`config.mk`:
```
export PLATFORM = sky130hd
export DESIGN_NAME = bir_map
export DESIGN_NICKNAME = d
export VERILOG_FILES = /design/src/design/bir_pkg.sv /design/src/design/bir_map.sv
export SDC_FILE = /design/constraint.sdc
export NUM_CORES = 1
export LEC_CHECK = 0
export ABC_CLOCK_PERIOD_IN_PS = 10900
export BUFFER_PORTS_ARGS = -buffer_cell sky130_fd_sc_hd__buf_4
export CORE_AREA = 2 2 157 159
export CTS_CLUSTER_DIAMETER = 50
export DETAILED_ROUTE_END_ITERATION = 8
export DIE_AREA = 0 0 159 161
export PLACE_DENSITY = 0.65
export SKIP_CTS_REPAIR_TIMING = 1
export SLEW_MARGIN = 20
export SYNTH_ARGS = -nofsm -noshare
export SYNTH_HDL_FRONTEND = slang
export SYNTH_SLANG_ARGS = --single-unit
```
`constraint.sdc`:
```
create_clock -name i_clk -period 10.9 [get_ports i_clk]
set_input_delay 1.09 -clock i_clk [delete_from_list [all_inputs] [get_ports i_clk]]
set_output_delay 1.09 -clock i_clk [all_outputs]
set_load 0.1 [all_outputs]
```
`src/design/bir_pkg.sv`:
```
`default_nettype none
package bir_pkg;

    // frame store geometry and fraction precision
    localparam int MAX_SRC_WIDTH  = 128;
    localparam int MAX_SRC_HEIGHT = 128;
    localparam int FRAC_BITS      = 11;

    // item field widths
    localparam int COORD_W = 12;
    localparam int CH_W    = 8;
    localparam int CH_N    = 3;
    localparam int DIM_CFG_W   = 8;
    localparam int SCALE_W     = 24;
    localparam int CFG_IDX_W   = 3;
    localparam int CFG_DATA_W  = 24;

    // index and bank addressing
    localparam int COL_W   = $clog2(MAX_SRC_WIDTH);
    localparam int ROW_W   = $clog2(MAX_SRC_HEIGHT);
    localparam int IDX_W   = (COL_W > ROW_W) ? COL_W : ROW_W;
    localparam int DIM_W   = IDX_W + 1;
    localparam int BCOL_W  = (COL_W > 1) ? COL_W - 1 : 1;
    localparam int BROW_W  = (ROW_W > 1) ? ROW_W - 1 : 1;
    localparam int BADDR_W = BCOL_W + BROW_W;
    localparam int BANK_DEPTH = 1 << BADDR_W;
    localparam int LANES   = 4;

    // position arithmetic: u = (2d+1)*scale + 2^16, in units of 2^-17
    localparam int POS_SHIFT = 17;
    localparam int PROD_W    = COORD_W + 1 + SCALE_W;
    localparam int U_W       = PROD_W + 1;
    localparam int WHOLE_W   = U_W - POS_SHIFT;
    localparam logic [U_W-1:0] POS_HALF = U_W'(1) << (POS_SHIFT - 1);

    // weights and products
    localparam int WGT_W   = FRAC_BITS + 1;
    localparam int WPROD_W = 2 * FRAC_BITS + 1;
    localparam int PRODC_W = WPROD_W + CH_W;
    localparam int ACC_W   = PRODC_W + 2;
    localparam logic [WGT_W-1:0] WEIGHT_ONE = WGT_W'(1) << FRAC_BITS;

    typedef logic [CH_N-1:0][CH_W-1:0]    t_pix;
    typedef logic [WGT_W-1:0]             t_weight;
    typedef logic [CH_N-1:0][PRODC_W-1:0] t_lane_prod;

    typedef enum logic {
        ACT_LOAD    = 1'b0,
        ACT_REQUEST = 1'b1
    } t_action;

    typedef enum logic [CFG_IDX_W-1:0] {
        CFG_SRC_WIDTH  = 3'd0,
        CFG_SRC_HEIGHT = 3'd1,
        CFG_SCALE_X    = 3'd2,
        CFG_SCALE_Y    = 3'd3
    } t_cfg_idx;

    // result of mapping one axis
    typedef struct packed {
        logic [IDX_W-1:0]     idx;
        logic [FRAC_BITS-1:0] frac;
    } t_axis_map;

    // per-bank access and weight selection
    typedef struct packed {
        logic               we;
        logic [BADDR_W-1:0] waddr;
        logic [BADDR_W-1:0] raddr;
        t_pix               wdata;
        t_weight            wx;
        t_weight            wy;
    } t_lane_ctl;

endpackage
`default_nettype wire

```
`src/design/bir_map.sv`:
```
`default_nettype none
module bir_map (
    input  wire logic                         i_clk,
    input  wire logic                         i_en,
    input  wire logic [bir_pkg::COORD_W-1:0]  i_coord,
    input  wire logic [bir_pkg::SCALE_W-1:0]  i_scale,
    input  wire logic [bir_pkg::DIM_W-1:0]    i_size,
    output bir_pkg::t_axis_map                o_map
);
    import bir_pkg::*;

    logic [PROD_W-1:0]  r_prod;
    logic [U_W-1:0]     u;
    logic [WHOLE_W-1:0] whole;
    t_axis_map          n_map;
    t_axis_map          r_map;

    // (2d+1) * scale
    always_ff @(posedge i_clk) begin
        if (i_en) begin
            r_prod <= PROD_W'({i_coord, 1'b1}) * PROD_W'(i_scale);
        end
    end

    // bias, floor and clamp to the source grid
    always_comb begin
        u     = U_W'(r_prod) + POS_HALF;
        whole = u[U_W-1:POS_SHIFT];
        if (whole == '0) begin
            n_map.idx  = '0;
            n_map.frac = '0;
        end else if (whole >= WHOLE_W'(i_size)) begin
            n_map.idx  = IDX_W'(i_size - DIM_W'(2));
            n_map.frac = '0;
        end else begin
            n_map.idx  = IDX_W'(whole - WHOLE_W'(1));
            n_map.frac = u[POS_SHIFT-1 -: FRAC_BITS];
        end
    end

    always_ff @(posedge i_clk) begin
        if (i_en) begin
            r_map <= n_map;
        end
    end

    assign o_map = r_map;

endmodule
`default_nettype wire

```
# Word level (Yosys, flattened, before mapping)
# Index checks and enable logic that the tools add are counted.
# op_classes
add_sub_neg	3
multipliers	1
magnitude_cmp	1
n_mux	1
reduce_logical	2
# ops
op	n
37-bit by 17-bit adder with 38-bit output (second input constant)	1
13-bit by 24-bit multiplier with 37-bit output	1
21-bit by 8-bit >= comparator with 1-bit output	1
21-bit zero test	1
18-bit 2-to-1 mux	1
7-bit by 1-bit subtractor with 7-bit output (second input constant)	1
7-bit by 2-bit subtractor with 7-bit output (second input constant)	1
2-bit OR reduction	1
# totals
regBits	55
inputBits	46
out_inout_bits	18
word_cells	11

# Depth between registers and ports, before layout
# Gate-level depths: netlist (run 1).
# logic_depth
depth_word	3
ltp_mapped	22

# Least setup slack after synthesis (run 1)
# Ideal clock, no wire load.
# synth_path
path_type	input -> register
startpoint	input i_coord[8] (netlist bit)
endpoint	register r_prod[36] (data pin)
setup_ns	0.259
arrival_ns	6.184
t_required_ns	10.641
slack_ns	4.457
cell_stages	20
n_path_buf	1
path_cell_list	clkbuf_1 -> nand2_1 -> fa_1 -> inv_1 -> fa_1 -> fa_1 -> fa_1 -> inv_1 -> fa_1 -> inv_1 -> ha_1 -> a2111oi_0 -> o21ai_0 -> a31oi_1 -> o31a_1 -> a21o_2 -> o21ai_2 -> a221o_1 -> a21oi_1 -> xnor2_1
# synth_via
elab_chain_cells	1
# synth_rtl
item	line_no	source
from (decl)	bir_map.sv:5	input wire logic [bir_pkg::COORD_W-1:0] i_coord,
13-bit by 24-bit multiplier with 37-bit output	bir_map.sv:21	r_prod <= PROD_W'({i_coord, 1'b1}) * PROD_W'(i_scale);
to (signal assigned)	bir_map.sv:21	
to (decl)	bir_map.sv:12	logic [PROD_W-1:0] r_prod;
# No other way between the ends.
# A chain may end at the register's enable or synchronous reset.

# Worst setup path in the final report (run 1)
# Same ends and word-level chain as after synthesis.

==> metrics.cfg, run 1 <==
[outcome]
outcome=finished clean

[sta]
skew_ns=0.00852
hold_viol=0
finalSetupTns_ns=0
slew_viol_final=0
relSlewSlack_pct=59.4
rsz0062_at_grt=false
min_period_over_period_pct=60.2
worstMarginPinSlew_ns=0.609
period_needed_ns=6.56
max_freq_ghz=0.152
finalSetupViolations=0

[placed_design]
port_buffers=63
gp_congestion=0.876
hpwl_um=20900

[cells_and_area]
diodes=0
multiInputGateArea_mm2=0.00888
nNetsFinal=1673
drive_gt1_share_pct=6.47
fin_util_pct=52.6
register_area_mm2=0.00147
n_fill_cell=2247
final_common_cell=inv_1
area_growth_pct=7.28
final_cell_mix=inv_1, fa_1, nand2_1

[synth]
ys_top_cells_by_area=fa_1, edfxtp_1, inv_1
netlist.top_cell.by_area=fa_1
seq_area_frac_synth_pct=12.5
avgSynthCellArea_um2=9.20
yosys_register_bits=49
synth_top_area_share_pct=41.1
synthFlopType=edfxtp_1
syn_area_mm2=0.0118
synth_cell_type_count=51
yosysWarnings=0
synth_edf_count=49
syn_nets=1653
syn_inst=1277
async_flop_share_pct=0

[clock_tree]
cts_max_path_buffers=2
cts_tree=yes
cts_root_buffer=clkbuf_16
cts_buffers=5
cts_max_level=2
cts.sink_count=49
path_clk_slew_ns=0.07
clk_latency_ns=0.29

[pwr]
p_sw_mw=1.87
ir_drop_mv=0.237
p_int_mw=1.94
swShare_pct=49.1
power.share.clock_pct=4.7
p_per_area_mw_per_mm2=302
seqPwrFrac_pct=13.1
p_total_mw=3.81
p_leak_nw=6.37
pwr-share-comb_pct=82.2

[global_route]
grt_pass1_vias=8875
grt_pass1_wl_um=43500
grt_use_total_pct=21.1
grt_max_degree=50
antenna_found_initial=0
gr-total-overflow=0

[routing]
vias=8140
drt_iter0_markers=364
dr.pass1.iters=5
vias_per_cell=5.02
wl_per_cell_um=15.6
drc=0
ant_nets=0
routed_wl_um=25300

[floorplanning]
initial_core_util_pct=49.0
rows=57
die_height_um=161
ioPinCount=64
die_area_mm2=0.0256
coreArea_mm2=0.0240
die_w_um=159

[critical_path]
worst_setup_path_start_kind=input pin
critPathKind=input pin to register
cp.arrival_ns=6.60
worstPathMaxFanout=24
critPathRequiredTime_ns=10.94
worstSetupEndpointType=register

[job]
maxCapViolations=0

[hold_path]
hold_class=register to register

[logic make-up (layout without fill, tap and decap cells)]
| logic type | count (synthesis) | count (layout) | share of synthesized area, % |
|---|---|---|---|
| mux | 2 | 2 | 0.170 |
| fa+ha+maj | 330 | 330 | 50.5 |
| xor+xnor | 46 | 46 | 3.43 |
| simple gates | 402 | 402 | 16.9 |
| flops | 49 | 49 | 12.5 |
| buf+inv | 371 | 392 | 11.9 |
| compound gates | 77 | 77 | 4.51 |
[final timing paths]
kind	start	to	slack (ns)	cells past startpoint
min reg2reg	r_prod[6]$_DFFE_PP_	o_map[0]$_SDFFCE_PP0P_	0.52	1
max reg2reg	r_prod[18]$_DFFE_PP_	o_map[3]$_SDFFCE_PP0P_	7.43	12
max	i_coord[8]	r_prod[36]$_DFFE_PP_	4.34	20
min	r_prod[6]$_DFFE_PP_	o_map[0]$_SDFFCE_PP0P_	0.52	1
[per-stage QoR]
step / cells / hold WS (ns) / cell area [um2] / worst slack, ns
after floorplan: 1277 / 0.497 / 11800 / 4.46
after global placement: 1614 / 0.506 / 12400 / 4.18
after detailed placement: 1614 / 0.504 / 12400 / 4.07
after CTS: 1622 / 0.519 / 12600 / 4.39
after global routing: 1622 / 0.536 / 12600 / 4.08
final: 1622 / 0.518 / 12600 / 4.34
[cells in the mapped netlist (5+ instances only)]
library cell	n
a21o_1	11
and3_1	5
nor3_1	10
nand4_1	8
ha_1	89
nand2_1	185
edfxtp_1	49
and2_1	134
fa_1	241
o21bai_1	5
o21ai_0	11
xor2_1	14
inv_1	321
clkbuf_1	49
o22ai_1	7
a21oi_1	20
nand3_1	14
nor2_1	28
xnor2_1	32
[power by group through the flow]
| stage | registers, mW | clock network [mW] | logic (mW) |
|---|---|---|---|
| finish | 0.501 | 0.179 | 3.13 |
| floorplan | 0.519 | 0 | 2.46 |
| global route | 0.510 | 0.191 | 3.62 |
| global placement | 0.502 | 0 | 3.08 |
| CTS | 0.501 | 0.184 | 3.16 |
| detailed placement | 0.505 | 0 | 3.14 |
[per-layer routing]
layer  GRT usage (%)  share of wire (%)  up-vias
li1                -                  -     3811
met1            29.8                 47     4142
met2            34.7                 46      172
met3            4.21                5.9       15
met4            3.39               0.86        0
met5               0                  0        -
[final cells by class]
type                    count  share of cell area, %
multi-input cells         857                   70.4
flip-flops and latches     49                   11.7
inverters                 321                   9.56
repair buffers             63                   3.75
well taps                 324                   3.22
clock buffers               5                  0.992
clock inverters             3                  0.377
[flip-flops by register name, summed over array words and instances (netlist names)]
signal  cells
o_map      18
r_prod     31
[critical path, stage by stage]
cell	delay (ns)
buf_4	0.25
nand2_1	0.13
fa_1	0.56
inv_1	0.06
fa_1	0.50
fa_1	0.51
fa_1	0.56
inv_1	0.06
fa_1	0.53
inv_1	0.04
ha_1	0.33
a2111oi_0	0.43
o21ai_0	0.20
a31oi_1	0.17
o31a_1	0.24
a21o_2	0.20
o21ai_2	0.09
a221o_1	0.35
a21oi_1	0.18
xnor2_1	0.09
Power figures use the tool's default switching activity.
==> run 2, diff against run 1 <==
ABC_CLOCK_PERIOD_IN_PS = 6300   (was 10900)
clock period = 6.3 ns   (was 10.9 ns; I/O delays follow)
==> run 2 against run 1 <==
Against the previous run: total power grew 74%; core utilization rose by 0.67 points; global-route usage fell by 0.16 points; critical path type unchanged; sequential share of layout area fell by 0.15 points; first-iteration DRC count up 18%; hold slack improved by 0.00065 ns; cell area is 1.3% higher; sequential power up 73%; die area unchanged; clock power up 69%; critical endpoint unchanged; critical path depth up 1.
==> metrics.cfg, run 2 (same netlist as run 1, synthesis figures left out) <==
[routing]
vias=8027
dr.pass1.iters=5
drt_iter0_markers=430
wl_per_cell_um=15.5
drc=0
routed_wl_um=25500
ant_nets=0
vias_per_cell=4.88

[pwr]
p_leak_nw=6.48
p_per_area_mw_per_mm2=520
ir_drop_mv=0.336

[cells_and_area]
diodes=0
final_common_cell=inv_1
drive_gt1_share_pct=8.03
regMostFlops=r_prod
nNetsFinal=1695
final_cell_mix=inv_1, fa_1, nand2_1
area_growth_pct=8.65
fin_util_pct=53.3
largest_reg_flops=31

[sta]
finalSetupTns_ns=0
rsz0062_at_grt=false
period_needed_ns=6.00
slew_viol_final=0
max_freq_ghz=0.167
finalSetupViolations=0
worstMarginPinSlew_ns=0.598
skew_ns=0.00667
relSlewSlack_pct=60.1
hold_viol=0
min_period_over_period_pct=95.3

[floorplanning]
die_w_um=159
die_area_mm2=0.0256
coreArea_mm2=0.0240
initial_core_util_pct=49.0
rows=57
die_height_um=161
ioPinCount=64

[global_route]
grt_use_total_pct=20.9
gr-total-overflow=0
grt_pass1_wl_um=42900
grt_max_degree=50
grt_pass1_vias=8676
antenna_found_initial=0

[clock_tree]
cts_max_path_buffers=2
cts.sink_count=49
cts_buffers=5
cts_max_level=2
cts_tree=yes
path_clk_slew_ns=0.07
cts_root_buffer=clkbuf_16
clk_latency_ns=0.29

[critical_path]
worst_setup_path_start_kind=input pin
worstSetupEndpointType=register
path_cells=buf_4 > and2_1 > fa_1 > inv_1 > fa_1 > inv_1 > fa_1 > fa_1 > inv_1 > fa_1 > inv_1 > ha_1 > a2111oi_0 > o21ai_0 > a31oi_1 > o31a_1 > a21o_2 > o21ai_2 > a221o_1 > a21oi_1 > xnor2_1
cp_top_family=adder cells
crit_top_cell=fa_1
worstPathMaxFanout=12
critPathKind=input pin to register
r2r_cells=12
worst_path_max_delay_cell=fa_1
critical_path_depth=21
max_stage_delay_ns=0.54
cp.arrival_ns=6.04
cp_num_buf_inv=5
critPathRequiredTime_ns=6.34

[hold_path]
hold_class=register to register
min_path_cells=1

[placed_design]
gp_congestion=0.876
hpwl_um=21500
port_buffers=63

[outcome]
outcome=finished clean

[job]
maxCapViolations=0

run 2: changes by cell type in the layout (fill, tap and decap cells not counted), sizes merged:
cell / previous run / this run
clkinv: 0 / 1
buf: 63 / 85
inv: 323 / 322
run 2: worst register-to-register path: stages (launching register included):
cell and delay (ns):
edfxtp_1 0.46, nand3_2 0.15, nor2_1 0.27, xor2_1 0.34, ha_1 0.31, a21o_1 0.16, a21o_1 0.17, a21oi_1 0.12
o21ai_0 0.16, a311oi_4 0.39, nand2_2 0.12, nor2_1 0.47, and2_1 0.21
run 2: final cells by class:
| cell class | instances | area [um2] |
|---|---|---|
| timing repair buffer | 85 | 638 |
| sequential | 49 | 1470 |
| inverter | 321 | 1200 |
| clock inverter | 3 | 43.8 |
| tap | 324 | 405 |
| fill | 2253 | 11200 |
| multi-input combinational | 857 | 8880 |
| clock buffer | 5 | 125 |
run 2: per-stage QoR:
| stage | std cells | cell area (um2) | total power, mW | hold WS, ns | worst slack, ns |
|---|---|---|---|---|---|
| after floorplan | 1277 | 11800 | 5.15 | 0.497 | 0.317 |
| after global placement | 1636 | 12600 | 6.25 | 0.503 | 0.103 |
| after detailed placement | 1636 | 12600 | 6.34 | 0.505 | -0.00636 |
| after CTS | 1644 | 12800 | 6.68 | 0.523 | 0.296 |
| after global routing | 1644 | 12800 | 7.52 | 0.545 | 0.0748 |
| final | 1644 | 12800 | 6.64 | 0.518 | 0.297 |
run 2: path summary, 6_finish.rpt:
check	end	start	slack, ns
hold reg to reg	o_map[4]$_SDFFCE_PP0P_	r_prod[10]$_DFFE_PP_	0.52
setup reg to reg	o_map[7]$_SDFFCE_PP0P_	r_prod[18]$_DFFE_PP_	2.83
setup / recovery	r_prod[36]$_DFFE_PP_	i_coord[2]	0.30
hold / removal	o_map[4]$_SDFFCE_PP0P_	r_prod[10]$_DFFE_PP_	0.52
run 2: where the power goes:
| part | switching, mW | internal, mW | leakage, nW |
|---|---|---|---|
| Sequential | 0.0670 | 0.799 | 0.490 |
| Combinational | 3.06 | 2.41 | 5.90 |
| Clock | 0.114 | 0.188 | 0.0842 |
run 2: per-layer routing:
metal	part of all wire (%)	GRT usage (%)	up-vias
met5	0	0	-
met4	1.1	3.51	0
met3	4.9	1.95	18
met2	46	34.8	195
met1	48	30.7	3959
li1	-	-	3855
==> run 3, diff against run 2 <==
REMOVE_ABC_BUFFERS = 1   (was not set)
==> run 3 against run 2 <==
Against the previous run: critical path depth fell by 1; fmax up 2.2%; core utilization fell by 0.29 points; cell count shrank 0.43%; clock power fell by 11%; wire length fell by 4.0%; sequential share of layout area is 0.064 points higher.
==> metrics.cfg, run 3 (same netlist as run 1, synthesis figures left out) <==
[floorplanning]
coreArea_mm2=0.0240
ioPinCount=64
die_height_um=161
die_w_um=159
initial_core_util_pct=49.0
die_area_mm2=0.0256
rows=57

[routing]
wl_per_cell_um=15.0
drc=0
routed_wl_um=24500
vias_per_cell=4.98
drt_iter0_markers=354
vias=8156
ant_nets=0
dr.pass1.iters=5

[clock_tree]
clk_latency_ns=0.29
cts_tree=yes
cts_max_path_buffers=2
cts_root_buffer=clkbuf_16
path_clk_slew_ns=0.07
cts_max_level=2
cts_buffers=5
cts.sink_count=49

[critical_path]
max_stage_delay_ns=0.54
r2r_cells=12
worst_path_max_delay_cell=fa_1
worst_setup_path_start_kind=input pin
timing.rr.start=r_prod[18]$_DFFE_PP_
critPathRequiredTime_ns=6.34
worstPathMaxFanout=13
r2r_end=o_map[7]$_SDFFCE_PP0P_
cp.arrival_ns=5.92
critPathKind=input pin to register
r2r_slack_ns=2.83
path_cells=buf_4 > nand2_1 > fa_1 > inv_1 > fa_1 > fa_1 > fa_1 > inv_1 > fa_1 > inv_1 > ha_1 > a2111oi_0 > o21ai_0 > a31oi_1 > o31a_1 > a21o_2 > o21ai_2 > a221o_1 > a21oi_1 > xnor2_1
worstSetupEndpointType=register
crit_top_cell=fa_1

[pwr]
ir_drop_mv=0.384
p_per_area_mw_per_mm2=517
p_leak_nw=6.43

[hold_path]
hold_path_end=o_map[6]$_SDFFCE_PP0P_
hold_class=register to register
min_path_cells=1
min_from=r_prod[12]$_DFFE_PP_

[sta]
slew_viol_final=0
finalSetupViolations=0
relSlewSlack_pct=60.9
period_needed_ns=5.88
rsz0062_at_grt=false
worstMarginPinSlew_ns=0.587
max_freq_ghz=0.170
finalSetupTns_ns=0
hold_viol=0
skew_ns=0.00443
min_period_over_period_pct=93.3

[cells_and_area]
area_growth_pct=8.06
finalNonFillerCells=1637
diodes=0
regMostFlops=r_prod
n_fill_cell=2256
multiInputGateArea_mm2=0.00888
drive_gt1_share_pct=7.54
largest_reg_flops=31
final_common_cell=inv_1
nNetsFinal=1688
register_area_mm2=0.00147
final_cell_mix=inv_1, fa_1, nand2_1
fin_util_pct=53.0

[global_route]
gr-total-overflow=0
grt_pass1_wl_um=42500
grt_pass1_vias=8746
antenna_found_initial=0
grt_max_degree=50
grt_use_total_pct=20.3

[placed_design]
hpwl_um=20900
port_buffers=63
dpl.cell_count=1629
gp_congestion=0.859

[outcome]
outcome=finished clean

[job]
maxCapViolations=0

run 3: cell types whose count changed in the layout (fill, tap and decap cells not counted), sizes merged:
cell,change
bufinv,-1
clkinvlp,+2
buf,-7
clkinv,-1
run 3: worst max-delay path by stage:
stage	from	to	slack, ns	cells after the start
after CTS	i_scale[4]	r_prod[36]$_DFFE_PP_	0.42	20
after floorplan	i_scale[3]	r_prod[36]$_DFFE_PP_	0.59	19
after global routing	i_scale[4]	r_prod[36]$_DFFE_PP_	0.07	20
final	i_scale[4]	r_prod[36]$_DFFE_PP_	0.42	20
after detailed placement	i_coord[2]	r_prod[36]$_DFFE_PP_	0.13	20
after global placement	i_coord[2]	r_prod[36]$_DFFE_PP_	0.16	20
run 3: routing by layer:
layer / part of all wire (%) / global-route usage, %
met1: 46 / 29.3
met2: 47 / 33.5
met3: 4.9 / 2.03
met4: 2.3 / 5.08
met5: 0 / 0
run 3: stage by stage:
step                setup WS (ns)  total power, mW  hold WS, ns  instance area (um2)
floorplan                   0.593             5.12        0.497                11600
global placement            0.164             6.25        0.501                12500
detailed placement          0.127             6.35        0.509                12500
CTS                         0.416             6.65        0.526                12700
global route               0.0743             7.50        0.535                12700
finish                      0.424             6.56        0.522                12700
run 3: critical path, delay by kind of cell:
family	cells	cell delay (ns)
XOR/XNOR	1	0.09
adder cells (fa/ha/maj)	6	2.94
AO/OA/AOI/OAI	8	1.81
AND/OR/NAND/NOR	1	0.10
buffers and inverters	4	0.33
run 3: area by class of cell:
cell class | count | share of cell area [%]
clock buffers | 5 | 0.985
clock inverters | 3 | 0.207
inverters | 321 | 9.49
multi-input cells | 857 | 69.9
flip-flops and latches | 49 | 11.6
well taps | 324 | 3.19
repair buffers | 78 | 4.61
run 3: power by group:
| part | total, mW | leakage (nW) | switching (mW) | internal [mW] |
|---|---|---|---|---|
| logic | 5.43 | 5.87 | 3.05 | 2.38 |
| clock network | 0.270 | 0.0680 | 0.120 | 0.150 |
| registers | 0.865 | 0.490 | 0.0667 | 0.799 |
