**src/design/bir_pkg.sv**
```systemverilog
`default_nettype none
package bir_pkg;

    // frame store geometry and fraction precision
    localparam int MAX_SRC_WIDTH  = 128;
    localparam int MAX_SRC_HEIGHT = 128;
    localparam int FRAC_BITS      = 11;

    // item field widths
    localparam int COORD_W = 12;
    localparam int CH_W    = 8;
    localparam int CH_N    = 3;
    localparam int DIM_CFG_W   = 8;
    localparam int SCALE_W     = 24;
    localparam int CFG_IDX_W   = 3;
    localparam int CFG_DATA_W  = 24;

    // index and bank addressing
    localparam int COL_W   = $clog2(MAX_SRC_WIDTH);
    localparam int ROW_W   = $clog2(MAX_SRC_HEIGHT);
    localparam int IDX_W   = (COL_W > ROW_W) ? COL_W : ROW_W;
    localparam int DIM_W   = IDX_W + 1;
    localparam int BCOL_W  = (COL_W > 1) ? COL_W - 1 : 1;
    localparam int BROW_W  = (ROW_W > 1) ? ROW_W - 1 : 1;
    localparam int BADDR_W = BCOL_W + BROW_W;
    localparam int BANK_DEPTH = 1 << BADDR_W;
    localparam int LANES   = 4;

    // position arithmetic: u = (2d+1)*scale + 2^16, in units of 2^-17
    localparam int POS_SHIFT = 17;
    localparam int PROD_W    = COORD_W + 1 + SCALE_W;
    localparam int U_W       = PROD_W + 1;
    localparam int WHOLE_W   = U_W - POS_SHIFT;
    localparam logic [U_W-1:0] POS_HALF = U_W'(1) << (POS_SHIFT - 1);

    // weights and products
    localparam int WGT_W   = FRAC_BITS + 1;
    localparam int WPROD_W = 2 * FRAC_BITS + 1;
    localparam int PRODC_W = WPROD_W + CH_W;
    localparam int ACC_W   = PRODC_W + 2;
    localparam logic [WGT_W-1:0] WEIGHT_ONE = WGT_W'(1) << FRAC_BITS;

    typedef logic [CH_N-1:0][CH_W-1:0]    t_pix;
    typedef logic [WGT_W-1:0]             t_weight;
    typedef logic [CH_N-1:0][PRODC_W-1:0] t_lane_prod;

    typedef enum logic {
        ACT_LOAD    = 1'b0,
        ACT_REQUEST = 1'b1
    } t_action;

    typedef enum logic [CFG_IDX_W-1:0] {
        CFG_SRC_WIDTH  = 3'd0,
        CFG_SRC_HEIGHT = 3'd1,
        CFG_SCALE_X    = 3'd2,
        CFG_SCALE_Y    = 3'd3
    } t_cfg_idx;

    // result of mapping one axis
    typedef struct packed {
        logic [IDX_W-1:0]     idx;
        logic [FRAC_BITS-1:0] frac;
    } t_axis_map;

    // per-bank access and weight selection
    typedef struct packed {
        logic               we;
        logic [BADDR_W-1:0] waddr;
        logic [BADDR_W-1:0] raddr;
        t_pix               wdata;
        t_weight            wx;
        t_weight            wy;
    } t_lane_ctl;

endpackage
`default_nettype wire

```
**src/design/bir_merge.sv**
```systemverilog
`default_nettype none
module bir_merge (
    input  bir_pkg::t_lane_prod i_prod [bir_pkg::LANES],
    output bir_pkg::t_pix       o_pix
);
    import bir_pkg::*;

    logic [ACC_W-1:0] acc [CH_N];

    // sum the four neighbors and drop the weight scale
    always_comb begin
        for (int k = 0; k < CH_N; k++) begin
            acc[k] = '0;
            for (int l = 0; l < LANES; l++) begin
                acc[k] = acc[k] + ACC_W'(i_prod[l][k]);
            end
            o_pix[k] = acc[k][2*FRAC_BITS +: CH_W];
        end
    end

endmodule
`default_nettype wire

```
**config.mk**
```make
export PLATFORM = sky130hd
export DESIGN_NAME = bir_merge
export DESIGN_NICKNAME = d
export VERILOG_FILES = /design/src/design/bir_pkg.sv /design/src/design/bir_merge.sv
export SDC_FILE = /design/constraint.sdc
export NUM_CORES = 1
export LEC_CHECK = 0
export ABC_AREA = 1
export BUFFER_PORTS_ARGS = -buffer_cell sky130_fd_sc_hd__buf_2
export CAP_MARGIN = 25
export CORE_ASPECT_RATIO = 1.25
export CORE_MARGIN = 10
export CORE_UTILIZATION = 35
export DETAILED_ROUTE_END_ITERATION = 12
export GPL_ROUTABILITY_DRIVEN = 0
export PLACE_DENSITY = 0.65
export SETUP_SLACK_MARGIN = 0.5
export SYNTH_ARGS = -nofsm -noshare
export SYNTH_HDL_FRONTEND = slang
export SYNTH_SLANG_ARGS = --single-unit
```
**constraint.sdc**
```tcl
create_clock -name vclk -period 2.6
set_clock_uncertainty 0.05 [all_clocks]
set_input_delay 0.26 -clock vclk [all_inputs]
set_output_delay 0.26 -clock vclk [all_outputs]
set_load 0.01 [all_outputs]
```
Word-level counts from Yosys, hierarchy flattened

Cells that the tools add are included.

Bits in registers: 0
Input port bits: 372
Output and inout port bits: 24

Add/subtract/negate cells: 9

Operator list:

| cell         | number |
|---|---|
| adder 30 bit | 9 |

Depth between registers and ports, before layout

Gate-level depths: netlist of run 1.

Depth after elaboration: 3
Mapped depth: 16

Worst setup path after synthesis of run 1

No wires, ideal clock.

Path type: in2out
Start point: input port i_prod[24] (netlist bit)
End point: output port o_pix[3] (netlist bit)
Path buffers: 0
Data arrival time: 2.367 ns
Path slack: -0.077 ns
Cell stages on the path: 15
Cells stage by stage: inv_1 -> fa_1 -> fa_1 -> inv_1 -> ha_1 -> nand2_2 -> nor2_4 -> inv_2 -> nor2_4 -> nand3_1 -> nor2_1 -> nor2_1 -> nand2_1 -> nand2_1 -> nand2_1

RTL lines:

| item        | line           | text |
|---|---|---|
| from (decl) | bir_merge.sv:3 | `input bir_pkg::t_lane_prod i_prod [bir_pkg::LANES],` |
| to (decl)   | bir_merge.sv:4 | `output bir_pkg::t_pix o_pix` |

==> impl_results.md, run 1 <==
- Nets: 2731
- Full die area: 0.0364 sq mm
- Setup violators final: 24
- Top cell type's share of synthesized area: 33.6%
- Setup crit end kind: primary output
- P_int: 0.00419 W
- Share of cells above drive strength 1: 43.8%
- Most Frequent Cell on Critical Path: inv_2
- Largest family of logic cells by synthesized area: adder cells
- DR WL/cell: 13.0 um
- Crit path DAT: 2.70 ns
- Synth Area in Adders: 43.6%
- Hold Violations, Final: 0
- CP Launch Type: primary input
- Maximum vdd ir drop: 0.000364 V
- CLK BUF: 0
- Leakage power: 9.14 nW
- Power Density: 598 mW/mm^2
- Core area: 0.0286 sq mm
- Achievable frequency: 332 MHz
- Post-route clock period utilization: 116%
- Drt drc: 0
- Most common library cells after synthesis: inv_1, nand2_1, fa_1, nor2_1, ha_1
- Logic pwr share: 100.0%
- Layout area overhead: 51.8%
- First-pass DRT Iterations: 5
- Clock group share of total power: 0%
- Row Count: 69
- Seq_cells: 0
- P_sw: 0.00506 W
- Port bufs: 384
- Min-Delay Path Class: in -> out
- Cells after Synth: 1668
- Fillers: 2710
- Unrepaired setup endpoints after global routing: true
- Die Span X: 173 um
- Post-Synth Simple-Gate Area: 26.7%
- CP Cell Sequence: buf_6 -> inv_2 -> fa_1 -> fa_1 -> inv_2 -> ha_4 -> nand2_4 -> nor2_4 -> inv_2 -> nor2_2 -> nand3_1 -> nor2_1 -> nor2_1 -> nand2_1 -> nand2_1 -> nand2_2 -> buf_6
- Gr usage total: 17.3%
- Count leader, synth: inv_1
- Synth cell types: 23
- CP max FO: 5
- Critical path type: in -> out
- Cts hold-fix bufs: 0
- Tot Pwr: 0.00925 W
- Chip height: 211 um
- Syn nets: 2292
- Mux contribution to synthesized area: 0%
- Mapped Avg Cell Area: 6.11 sq um
- Worst-margin pin slew: 0.346 ns
- Post-synthesis cell area: 0.0102 sq mm
- Starting density of the core: 35.6%
- Slowest cell delay on critical path: 0.56 ns
- Slowest cell on crit path: fa_1
- Fin crit period: 3.01 ns
- Vias: 10.8k
- Slew Limit Fails: 0
- Fin util: 54.1%
- Compound-Gate Fraction of Synth Area: 3.64%
- Setup ws final: -0.413 ns
- Area leader, netlist: fa_1
- Register area: 0 sq um
- Top cells by area, synth: fa_1, inv_1, nand2_1
- Xor and xnor area share after synthesis: 1.29%
- Switching Share: 54.7%
- Post-route ant nets: 0
- Initial antenna violation count: 2
- Max Cap Violations: 0
- First-pass GRT wire length: 53.9 mm
- Maximum number of pins on one net before global-route repair: 6
- Max_slew headroom: 76.8%
- Post-DP HPWL: 29.3 mm
- Synth warn: 0
- Vias per cell: 4.33
- 1st-iter DRT viols: 311
- Sequential area share after synthesis: 0%
- IO Count: 396
- Vias in the first global route: 12.1k
- GR Overflow Total: 0
- Total wire length: 32.6 mm
- Worst EP required: 2.29 ns
- Status: complete, but fails checks
- Share of power burned in registers: 0%
- Failing checks: setup timing
-- logic make-up after synthesis --
logic type                 Yosys count
AOI/OAI and AO/OA                   70
xor gates and xnor gates            15
adders and majority gates          252
buffers and inverters              674
and+or+nand+nor                    657
-- critical path, delay by kind of cell --
kind,cells,cell delay [ns]
simple gates,9,0.79
buf+inv,5,0.30
fa+ha+maj,3,1.35
-- routing by layer --
layer  part of all wire, %  wire length (um)  global-route usage (%)  vias to the layer above
li1                      -                 -                       -                     5518
met1                    39             12600                    19.3                     4969
met2                    54             17600                    34.0                      287
met3                   4.8              1570                    2.15                       43
met4                   2.5               799                    3.72                        0
met5                     0                 0                       0                        -
-- power groups by stage --
stage          registers (W)  logic, W  clock network [W]
2_1_floorplan              0   0.00508                  0
3_3_place_gp               0   0.00722                  0
3_5_place_dp               0   0.00730                  0
4_1_cts                    0   0.00828                  0
5_1_grt                    0    0.0103    0.0000000000515
6_report                   0   0.00925     0.000000000103
-- area by class of cell --
class | instances | area (sq um) | area share [%]
multi-input combinational | 994 | 9610 | 62.1
timing repair buffer | 437 | 2730 | 17.7
inverter | 674 | 2630 | 17.0
tap | 390 | 488 | 3.16
antenna | 2 | 5.00 | 0.0324
-- metrics by stage --
stage,hold slack [ns],cell area (sq um),setup slack [ns],setup TNS [ns],std cells
5_1_grt,1.07,15500,-0.593,-11.34,2496
3_5_place_dp,1.02,13900,-0.536,-10.20,2485
2_1_floorplan,0.785,11100,-0.0215,-0.0317,1668
6_report,1.02,15500,-0.413,-8.15,2497
3_3_place_gp,1.02,13900,-0.523,-9.53,2485
4_1_cts,1.00,14600,-0.394,-8.13,2487
-- cells in the final DEF, fill, tap and decap left out, types with 20 or more instances in the layout --
cell type	Yosys	routed
fa_1	171	161
nor2_2	7	29
nor2_1	106	69
buf_4	0	52
nand2_4	0	37
nand2_2	6	93
nand2_1	424	299
inv_1	671	517
nand3_1	72	54
ha_4	0	72
inv_4	0	20
inv_2	3	130
buf_2	0	321
buf_6	0	61
a21oi_2	0	28
-- path summary, 6_finish.rpt --
check                   start   endpoint  slack, ns  depth (start not counted)
hold / removal    i_prod[370]  o_pix[23]       1.02                          8
setup / recovery  i_prod[272]  o_pix[19]      -0.41                         17
-- timing repair --
action | in CTS | in global routing
endpoints found under the setup margin | 24 | 24
pin swaps | 126 | 170
hold endpoints to repair | 0 | 0
setup buffers | 2 | 8
cloned | 0 | 0
resized for setup | 188 | 271
Note: power is estimated with default switching activity, not from simulation.
==> inputs of run 2 (changes only) <==
CORE_MARGIN = default   (was 10)
PLACE_DENSITY = 0.63   (was 0.65)
RECOVER_POWER = 100   (was default)
clock period = 3.7 ns   (was 2.6 ns; I/O delays follow)
==> impl_results.md, run 2 (same netlist as run 1, synthesis figures left out) <==
- Die Span X: 155 um (-10%)
- Most common cell after layout, fill and taps aside: inv_1
- Tot Pwr: 0.00581 W (-37%)
- P_sw: 0.00331 W (-35%)
- Switching Share: 56.9% (+2.2 points)
- Hold Violations, Final: 0 (unchanged)
- DR WL/cell: 11.8 um (-9.8%)
- Chip height: 193 um (-8.5%)
- Busiest grt layer: met2
- Maximum number of pins on one net before global-route repair: 8 (+2)
- Crit path DAT: 2.91 ns (+0.21 ns)
- 1st-iter DRT viols: 278 (-11%)
- Power Density: 398 mW/mm^2 (-33%)
- GR Overflow Total: 0 (unchanged)
- Max_slew headroom: 62.2% (-15 points)
- Starting density of the core: 35.7% (+0.11 points)
- Post-DP HPWL: 24.7 mm (-16%)
- CP max FO: 5 (unchanged)
- Vias per cell: 4.41 (+1.9%)
- Seq_cells: 0 (unchanged)
- Worst EP required: 3.28 ns (+0.99 ns)
- Post-route clock period utilization: 90.0%
- Achievable frequency: 300 MHz
- Register area: 0 sq um (unchanged)
- Drt drc: 0 (unchanged)
- Ant diodes: 0 (-2)
- Initial antenna violation count: 2 (unchanged)
- Total wire length: 28.5 mm (-13%)
- Nets: 2694 (-1.4%)
- Fin crit period: 3.33 ns
- First-pass DRT Iterations: 4 (-1)
- Clock group share of total power: 0% (unchanged)
- Final TNS setup: 0 ns (+8.15 ns)
- IO Count: 396 (unchanged)
- Met1 usage: 18.8% (-0.50 points)
- Share of cells above drive strength 1: 37.0% (-6.8 points)
- Cts hold-fix bufs: 0 (unchanged)
- Post-route ant nets: 0 (unchanged)
- CP Launch Type: primary input
- Slew Limit Fails: 0 (unchanged)
- Unrepaired setup endpoints after global routing: true
- First-pass GRT wire length: 43.9 mm (-19%)
- Grt met3 use: 2.31% (+0.17 points)
- Core area: 0.0285 sq mm (-0.30%)
- Vias: 10.7k (-1.1%)
- Critical path type: in -> out
- Met2 Usage GRT: 37.1% (+3.1 points)
- Full die area: 0.0298 sq mm (-18%)
- Commonest cells after routing, fill and taps aside: inv_1, buf_2, nand2_1, fa_1, inv_2
- Status: finished clean
- Vias in the first global route: 10.5k (-13%)
- Setup violators final: 0 (-100%)
- Max Cap Violations: 0 (unchanged)
- CLK BUF: 0 (unchanged)
- Share of power burned in registers: 0% (unchanged)
- Layout area overhead: 43.3%
- Port bufs: 384 (unchanged)
- Leakage power: 8.86 nW (-3.0%)
- Min-Delay Path Class: in -> out
- Setup crit end kind: primary output
- Worst-margin pin slew: 0.566 ns (+0.219 ns)
- Logic pwr share: 100.0% (about the same)
- Maximum vdd ir drop: 0.000200 V (-45%)
- Row Count: 69 (unchanged)
- P_int: 0.00251 W (-40%)
- Gr usage total: 17.8% (+0.53 points)
[run 2: cell count changes in the layout (fill, tap and decap cells not counted), moves of 15 or more]
cell	before	now
nand2_1	299	340
inv_4	20	5
inv_2	130	93
buf_4	52	19
inv_1	517	575
buf_2	321	347
buf_6	61	30
nand2_2	93	66
[run 2: cell type report]
cell class / count / area, sq um
Multi-Input combinational cell: 994 / 9380
Fill cell: 2801 / 13900
Timing Repair Buffer: 400 / 2230
Tap cell: 355 / 444
Inverter: 674 / 2540
[run 2: path summary, 6_finish.rpt]
kind,from,to,slack (ns),cells past startpoint
setup / recovery,i_prod[208],o_pix[6],0.37,17
hold / removal,i_prod[370],o_pix[23],1.26,7
[run 2: critical path: stages]
cell,delay (ns)
buf_2,0.08
inv_1,0.05
fa_1,0.51
fa_1,0.49
inv_1,0.04
ha_1,0.35
nand2_1,0.15
clkinvlp_2,0.17
nand2_4,0.09
nor2_4,0.04
nand2_1,0.08
nand3_1,0.08
nand2_1,0.09
nand2_1,0.06
nand2_1,0.07
nand2_2,0.07
buf_6,0.12
[run 2: repair_timing]
| item | 4_1_cts | 5_1_grt |
|---|---|---|
| pin swaps | 34 | 161 |
| buffers inserted | 3 | 13 |
| gates resized for setup | 111 | 365 |
| setup endpoints to repair | 23 | 24 |
[run 2: per-layer routing]
| layer | part of all wire (%) | vias up |
|---|---|---|
| met5 | 0.091 | - |
| met4 | 2.0 | 4 |
| met1 | 38 | 4904 |
| met3 | 5.6 | 42 |
| met2 | 55 | 307 |
| li1 | - | 5438 |
[run 2: per-stage QoR]
step	cell area [sq um]	worst slack [ns]	util (%)	hold slack, ns	std cells
detailed placement	12500	0.345	44.0	1.28	2407
global route	14600	0.193	51.2	1.35	2423
CTS	13100	0.426	46.0	1.28	2410
floorplan	10200	0.803	-	1.01	1668
finish	14600	0.369	51.2	1.26	2423
global placement	12500	0.386	44.0	1.27	2407
[run 2: power groups by stage]
stage | Sequential, W | Combinational, W | Clock [W]
floorplan | 0 | 0.00293 | 0
global placement | 0 | 0.00410 | 0
detailed placement | 0 | 0.00415 | 0
CTS | 0 | 0.00457 | 0
global route | 0 | 0.00650 | 0
finish | 0 | 0.00581 | 0
==> inputs of run 3 (changes only) <==
ABC_AREA = default   (was 1)
CORE_AREA = 2 2 152 154   (was default)
CORE_ASPECT_RATIO = default   (was 1.25)
CORE_UTILIZATION = default   (was 35)
DIE_AREA = 0 0 154 156   (was default)
PLACE_DENSITY = 0.69   (was 0.63)
==> impl_results.md, run 3 <==
- Worst EP required: 3.28 ns (about the same)
- Count leader, synth: inv_1
- Slew Limit Fails: 0 (unchanged)
- GR Overflow Total: 0 (unchanged)
- Fin crit period: 3.86 ns (+0.533 ns)
- Vias: 8277 (-23%)
- Core area: 0.0224 sq mm (-21%)
- P_sw: 0.00232 W (-30%)
- Chip height: 156 um (-19%)
- Sequential area share after synthesis: 0% (unchanged)
- Synth cell types: 52 (+130%)
- Min-Delay Path Class: in -> out
- Full die area: 0.0240 sq mm (-19%)
- Fin area: 0.0125 sq mm (-15%)
- Fin util: 55.8% (+4.5 points)
- Clock group share of total power: 0% (unchanged)
- Top cell type's share of synthesized area: 40.8% (+7.1 points)
- Maximum number of pins on one net before global-route repair: 8 (unchanged)
- Post-route clock period utilization: 104% (+14 points)
- Post-route ant nets: 0 (unchanged)
- Total wire length: 23.3 mm (-18%)
- Status: complete, but fails checks
- Initial antenna violation count: 2 (unchanged)
- Critical path type: in -> out
- Power Density: 367 mW/mm^2 (-7.8%)
- Most common library cells after synthesis: inv_1, fa_1, ha_1, a21oi_1, nor2_1
- Crit path DAT: 3.44 ns (+0.53 ns)
- Share of cells above drive strength 1: 42.5% (+5.5 points)
- Max Cap Violations: 0 (unchanged)
- Setup ws final: -0.163 ns (-0.533 ns)
- Fillers: 2000 (-29%)
- Cells after Synth: 1084 (-35%)
- WP buf/inv: 6 (+1)
- Setup violators final: 14 (+14)
- 1st-iter DRT viols: 242 (-13%)
- Most common cell after layout, fill and taps aside: inv_1
- Area occupied by multi-input gates: 0.00743 sq mm (-21%)
- CP max FO: 3 (-2)
- Logic pwr share: 100.0% (about the same)
- Syn nets: 1708 (-25%)
- Gr usage total: 18.8% (+1.0 points)
- Tot Pwr: 0.00458 W (-21%)
- Layout area overhead: 48.6%
- Worst Setup SP: i_prod[3]
- Commonest cells after routing, fill and taps aside: inv_1, buf_2, fa_1, buf_4, inv_2
- CP Capture Point: o_pix[6]
- Slowest cell delay on critical path: 0.54 ns (+0.03 ns)
- CP Cell Sequence: buf_8 -> inv_4 -> fa_1 -> inv_1 -> fa_1 -> ha_4 -> a211oi_2 -> o21a_1 -> buf_4 -> o211ai_1 -> a21oi_1 -> o211ai_1 -> buf_4 -> a221oi_4 -> xnor2_1 -> buf_2
- CP Launch Type: primary input
- Top cells by area, synth: fa_1, inv_1, ha_1
- Unrepaired setup endpoints after global routing: true
- First-pass DRT Iterations: 4 (unchanged)
- Failing checks: setup timing
- Starting density of the core: 37.5% (+1.8 points)
- Post-synthesis cell area: 0.00840 sq mm (-18%)
- Placed Area: 0.0118 sq mm (-6.3%)
- Drt drc: 0 (unchanged)
- Port bufs: 384 (unchanged)
- Post-DP HPWL: 21.2 mm (-14%)
- Mapped Avg Cell Area: 7.75 sq um (+27%)
- Worst-margin pin slew: 0.541 ns (-0.0246 ns)
- Hold Violations, Final: 0 (unchanged)
- Worst hold margin: 1.19 ns (-0.0688 ns)
- Setup crit end kind: primary output
- Vias per cell: 4.51 (+2.1%)
- Max_slew headroom: 63.9% (+1.7 points)
- Die Span X: 154 um (-0.37%)
- P_int: 0.00226 W (-9.7%)
- Final TNS setup: -0.997 ns (-0.997 ns)
- Leakage power: 7.26 nW (-18%)
- Maximum vdd ir drop: 0.000225 V (+12%)
- Register area: 0 sq um (unchanged)
- Achievable frequency: 259 MHz (-14%)
- Share of power burned in registers: 0% (unchanged)
- Switching Share: 50.6% (-6.2 points)
- Row Count: 55 (-20%)
- DR WL/cell: 12.7 um (+7.7%)
- CLK BUF: 0 (unchanged)
- Synth warn: 0 (unchanged)
- IO Count: 396 (unchanged)
- Seq_cells: 0 (unchanged)
- Family with the most delay on the worst path: adder cells
- Vias in the first global route: 8667 (-18%)
- Slowest cell on crit path: fa_1
- Nets: 2176 (-19%)
- Area leader, netlist: fa_1
- Worst path depth: 16 (-1)
- First-pass GRT wire length: 37.8 mm (-14%)
==> run 3: changes by cell type after synthesis, moves of 14 or more <==
cell	before	now
inv_1	671	501
nor2_1	106	34
nand3_1	72	16
xnor2_1	9	26
a211oi_1	0	14
a21o_1	5	21
nand2_1	424	29
==> run 3: metal layers <==
| metal | GRT usage (%) | vias to the layer above | share of wire [%] |
|---|---|---|---|
| met5 | 0 | - | 0 |
| met4 | 3.87 | 0 | 2.4 |
| met3 | 2.25 | 34 | 6.3 |
| met2 | 37.0 | 275 | 53 |
| met1 | 21.9 | 3861 | 38 |
| li1 | - | 4107 | - |
==> run 3: timing repair <==
item | in CTS | in global routing
setup endpoints to repair | 24 | 24
gates resized for setup | 124 | 31
setup buffers | 9 | 8
hold buffers | 0 | 0
pin swaps | 57 | 23
==> run 3: cell families (layout without fill, tap and decap cells) <==
group / Yosys count / after routing / share of synthesized area [%]
AOI/OAI and AO/OA: 168 / 168 / 13.7
buffers and inverters: 505 / 971 / 22.6
adders and majority gates: 252 / 252 / 52.8
and+or+nand+nor: 125 / 125 / 7.36
xor gates and xnor gates: 34 / 34 / 3.55
other: 0 / 2 / 0
==> run 3: worst min-delay path by stage <==
stage / start / endpoint / slack [ns] / cells after the start
after CTS: i_prod[60] / o_pix[15] / 1.20 / 5
after detailed placement: i_prod[60] / o_pix[15] / 1.20 / 5
after global routing: i_prod[60] / o_pix[15] / 1.23 / 5
after floorplan: i_prod[60] / o_pix[15] / 0.99 / 3
after global placement: i_prod[184] / o_pix[23] / 1.18 / 5
final: i_prod[60] / o_pix[15] / 1.19 / 5
==> run 3: final cells by class <==
class / instances / area share (%)
Tap cell: 285 / 2.86
Timing Repair Buffer: 470 / 22.2
Antenna cell: 2 / 0.0401
Multi-Input combinational cell: 579 / 59.6
Inverter: 501 / 15.3
==> run 3: worst min-delay path: cells and delay by family <==
family | cells | cell delay [ns]
buffers and inverters | 2 | 0.22
xor gates and xnor gates | 3 | 0.28
==> run 3: power groups by stage <==
| stage | Clock [W] | Combinational [W] | Sequential [W] |
|---|---|---|---|
| final | 0.0000000000723 | 0.00458 | 0 |
| after global routing | 0.0000000000361 | 0.00509 | 0 |
| after CTS | 0 | 0.00443 | 0 |
| after floorplan | 0 | 0.00268 | 0 |
| after global placement | 0 | 0.00402 | 0 |
| after detailed placement | 0 | 0.00409 | 0 |
==> run 3: metrics by stage <==
| stage | std cells | setup slack, ns |
|---|---|---|
| 6_report | 1837 | -0.163 |
| 5_1_grt | 1836 | -0.333 |
| 4_1_cts | 1827 | -0.106 |
| 3_5_place_dp | 1818 | -0.270 |
| 3_3_place_gp | 1818 | -0.222 |
| 2_1_floorplan | 1084 | 0.195 |
